<file path="src/rtl/core/gcd_pkg.sv">
// ----------------------------------------------------------------------------
// gcd_pkg: shared types and constants for the k-core decomposition block
// Command and result transaction layouts, adder request and response, status and opcode codes, sizes.
// ----------------------------------------------------------------------------
package gcd_pkg;

    localparam int unsigned VW  = 10;           // vertex id width
    localparam int unsigned CW  = 11;           // vertex count width
    localparam int unsigned EW  = 13;           // edge count width
    localparam int unsigned EAW = 12;           // edge store address
    localparam int unsigned OW  = 14;           // adjacency offset width
    localparam int unsigned OAW = 11;           // offset store address
    localparam int unsigned AAW = 13;           // adjacency list address
    localparam int unsigned BW  = 11;           // bucket start width

    localparam logic [CW-1:0] NUM_VERTICES = 11'd1024;
    localparam logic [VW-1:0] MAX_DEGREE   = 10'd1023;
    localparam logic [EW-1:0] NUM_EDGES    = 13'd4096;

    localparam logic [1:0] OP_ADD  = 2'd0;
    localparam logic [1:0] OP_RUN  = 2'd1;
    localparam logic [1:0] OP_READ = 2'd2;

    localparam logic [1:0] ST_OK      = 2'd0;
    localparam logic [1:0] ST_BAD     = 2'd1;
    localparam logic [1:0] ST_FULL    = 2'd2;
    localparam logic [1:0] ST_INVALID = 2'd3;

    typedef struct packed {
        logic [1:0]    opcode;
        logic [VW-1:0] vertex_a;
        logic [VW-1:0] vertex_b;
    } t_cmd;

    typedef struct packed {
        logic [1:0]    status;
        logic [VW-1:0] core_number;
        logic [VW-1:0] vertex_id;
    } t_res;

    typedef struct packed {
        logic [OW-1:0] a;
        logic [OW-1:0] b;
        logic          sub;
    } t_alu_req;

    typedef struct packed {
        logic [OW-1:0] sum;
        logic          gt;
    } t_alu_rsp;

endpackage

</file>
<file path="src/rtl/core/gcd_alu.sv">
// ----------------------------------------------------------------------------
// gcd_alu: shared add/subtract/compare unit
// Serves every count, prefix sum and degree update of the sequencer.
// ----------------------------------------------------------------------------
module gcd_alu (
    input  gcd_pkg::t_alu_req i_req,
    output gcd_pkg::t_alu_rsp o_rsp
);

    always_comb begin
        o_rsp.sum = i_req.sub ? (i_req.a - i_req.b) : (i_req.a + i_req.b);
        o_rsp.gt  = (i_req.a > i_req.b);
    end

endmodule

</file>
<file path="config.mk">
export PLATFORM = sky130hd
export DESIGN_NAME = gcd_alu
export DESIGN_NICKNAME = d
export VERILOG_FILES = /design/src/rtl/core/gcd_pkg.sv /design/src/rtl/core/gcd_alu.sv
export SDC_FILE = /design/constraint.sdc
export NUM_CORES = 1
export LEC_CHECK = 0
export ABC_CLOCK_PERIOD_IN_PS = 2700
export BUFFER_PORTS_ARGS = -buffer_cell sky130_fd_sc_hd__buf_2
export CAP_MARGIN = 15
export CORE_MARGIN = 5
export CORE_UTILIZATION = 41
export DETAILED_ROUTE_END_ITERATION = 7
export PLACE_DENSITY = 0.7
export RECOVER_POWER = 50
export SLEW_MARGIN = 30
export SYNTH_ARGS = -nofsm -noshare
export SYNTH_HDL_FRONTEND = slang
export SYNTH_SLANG_ARGS = --single-unit
</file>
<file path="constraint.sdc">
create_clock -name vclk -period 2.7
set_clock_uncertainty 0.1 [all_clocks]
set_input_delay 0.27 -clock vclk [all_inputs]
set_output_delay 0.27 -clock vclk [all_outputs]
set_load 0.02 [all_outputs]
</file>
# == Word level (Yosys, flattened, before mapping) ==
# Index checks and enable logic that the tools add are counted.
# word_totals
in_bits,29
word_cells,4
out_inout_bits,15
ff_bits,0
# op_classes
n_lt_le_gt_ge,1
addsub,2
mux,1
# op_table
operator,n
14-bit adder,1
14-bit > comparator,1
14-bit 2-to-1 mux,1
14-bit subtractor,1

# == Depth between registers and ports, before layout ==
# logic_depth
ltp_word,2
depth_mapped,9
mapped_depth_nobuf,9

# == Least setup slack after synthesis ==
# No wires, ideal clock.
# synth_timing
kind,input to output
from,input i_req[15] (netlist name)
to,output o_rsp[9] (netlist name)
setup_slack_ps,284
arrival_time_ps,2046
cell_stages,9
t_required_ps,2330
path_buffers,0
cell_sequence,inv_1 > ha_1 > fa_1 > nor2b_1 > o31a_1 > o21ai_0 > a2111oi_0 > a21oi_1 > xnor2_1
# synth_lines
item,line,rtl
start: declaration,gcd_alu.sv:6,"input gcd_pkg::t_alu_req i_req,"
end: declaration,gcd_alu.sv:7,output gcd_pkg::t_alu_rsp o_rsp

==> qor.txt <==
Unique masters post-synth -> 40
# setup viols final -> 0
Antenna Cells -> 0
Max_cap viols -> 0
Sequential cell area -> 0 µm²
Fin crit share -> 94.5%
GRT overflow -> 0
Via Count -> 1496
Vias per Instance -> 5.34
Crit path buf inv count -> 2
Count leader, synth -> inv_1
Mux cell area share after synthesis -> 0.740%
Share of layout cells above drive strength 1 -> 21.2%
Clock Buffer Count -> 0
CP endpoint kind -> output pin
Largest family of logic cells by synthesized area -> compound AO/OA/AOI/OAI gates
Avg Inst Size Synth -> 6.76 µm²
Largest net degree at the start of global routing -> 19
Row cnt -> 20
Hold Crit Class -> primary input to output pin
Cells after synthesis -> 200
Slowest library cell on the worst path -> a2111oi_2
Pins Over Slew Limit -> 0
Total Power -> 0.000424 W
GRT Util Overall -> 14.8%
Critical Path Stages -> 10
Placed Cells -> 280
Post-place setup slack -> 0.0852 ns
Ports -> 44
Post-synthesis net count -> 258
Maximum clock frequency -> 392 MHz
Die Width -> 67.4 µm
Slowest stage delay, CP -> 0.39 ns
Unrepaired setup endpoints after global routing -> yes
Max-slew headroom -> 77.6%
Die Height -> 67.4 µm
Setup Total Neg Slack -> 0 ns
Drt pass-1 iters -> 4
Slew @ Worst Pin -> 0.336 ns
Synth top area share -> 25.0%
Final min period -> 2.55 ns
Area delta synth->final -> 20.1%
Post-synth top cells -> inv_1 (29), ha_1 (27), a21oi_1 (19), nor2_1 (13), o21ai_0 (13)
CP Class -> primary input to output pin
CP Cell Sequence -> buf_2 > ha_1 > fa_1 > nor2b_1 > o31a_1 > o21ai_1 > a2111oi_2 > a21oi_1 > xnor2_1 > buf_4
VDD IR max -> 0.0000819 V
Nets@finish -> 296
Initial antenna violation count -> 0
Status -> finished clean
Yosys top cell by area -> ha_1
Fillers -> 338
Worst setup margin -> 0.148 ns
YS warnings -> 0
Arrival time of the worst setup path -> 2.18 ns
Lkg Pwr -> 0.805 nW
Simple-gate area share of the yosys netlist -> 16.7%
Pwr/cell area -> 261 nW/µm²
Crit path max fanout -> 2
Post-route ant nets -> 0
Core area -> 3100 µm²
Hold Path Depth -> 4
Final Hold Fails -> 0
Starting Density -> 43.6%
Routed wire length -> 3.39 mm
Vias in the first global route -> 1275
DRC Markers -> 0
Detail Placement HPWL -> 2.88 mm
Non-filler cells, final -> 280
Wirelength per Cell -> 12.1 µm
Die footprint -> 4550 µm²
Post-synthesis adder-cell area fraction -> 27.9%
CP startpoint kind -> primary input
Complex-gate fraction of the synthesized area -> 35.4%
GPL Wtd Cong -> 0.863
Post-CTS setup buffer count -> 0
Seq cells -> 0
Final Util -> 52.3%
First-pass GRT wire length -> 5.56 mm
XOR/XNOR Fraction of Synth Area -> 7.77%
Mapped Area -> 1350 µm²
Synth area leaders -> ha_1 (25%), inv_1 (8.0%), a21oi_1 (7.0%)
Critical Path RT -> 2.33 ns
Port Buf Inserts -> 44
Sequential-to-total area share from yosys stat -> 0%
CP delay by family, top -> compound AO/OA/AOI/OAI gates
Initial DRC count -> 83
## timing repair
| item | CTS | global route |
|---|---|---|
| hold buffers | 0 | 0 |
| resized for setup | 0 | 10 |
| endpoints found under the setup margin | 0 | 6 |
## power breakdown
part           internal, W  total, W  switching [W]
registers                0         0              0
clock network            0         0              0
logic             0.000167  0.000424       0.000257
total             0.000167  0.000424       0.000257
## cells by family after synthesis
family | Yosys count
AO/OA/AOI/OAI | 71
AND/OR/NAND/NOR | 47
buffers and inverters | 40
adder cells (fa/ha/maj) | 29
XOR/XNOR | 12
multiplexers | 1
## per-stage QoR
stage | hold WS (ns) | instance area [µm²]
finish | 0.872 | 1620
CTS | 0.866 | 1600
detailed placement | 0.867 | 1600
global placement | 0.856 | 1600
global route | 0.925 | 1620
floorplan | 0.656 | 1350
## metal layers
layer  up-vias  share of wire (%)  GRT usage (%)  wire length (µm)
met5         -                  0              0                 0
met4         0                  0              0                 0
met3         0                6.2          0.499               209
met2        44                 47           26.7              1590
met1       668                 47           20.7              1590
li1        784                  -              -                 -
## worst paths after layout
path                 start        to  slack (ns)
setup / recovery  i_req[1]  o_rsp[9]        0.15
hold / removal    i_req[1]  o_rsp[1]        0.87
## area by class of cell
type,count,area (µm²),share of cell area (%)
Multi-Input combinational cell,160,1230,75.5
Timing Repair Buffer,46,230,14.2
Tap cell,44,55.1,3.39
Inverter,30,113,6.93
## cells in the final DEF (no fill, tap or decap), drive strengths merged, types with 3 or more instances in the layout
master | synthesis | routed
o31ai | 3 | 3
xnor2 | 10 | 10
nor2 | 13 | 13
a211oi | 4 | 4
nand3 | 8 | 8
a31oi | 5 | 5
o21ai | 15 | 15
a21oi | 19 | 19
nand2 | 11 | 11
clkbuf | 6 | 6
o21bai | 6 | 6
nor2b | 3 | 3
a221oi | 4 | 4
ha | 27 | 27
inv | 29 | 29
buf | 4 | 40
nor3 | 5 | 5
(Power assumes the default switching activity.)
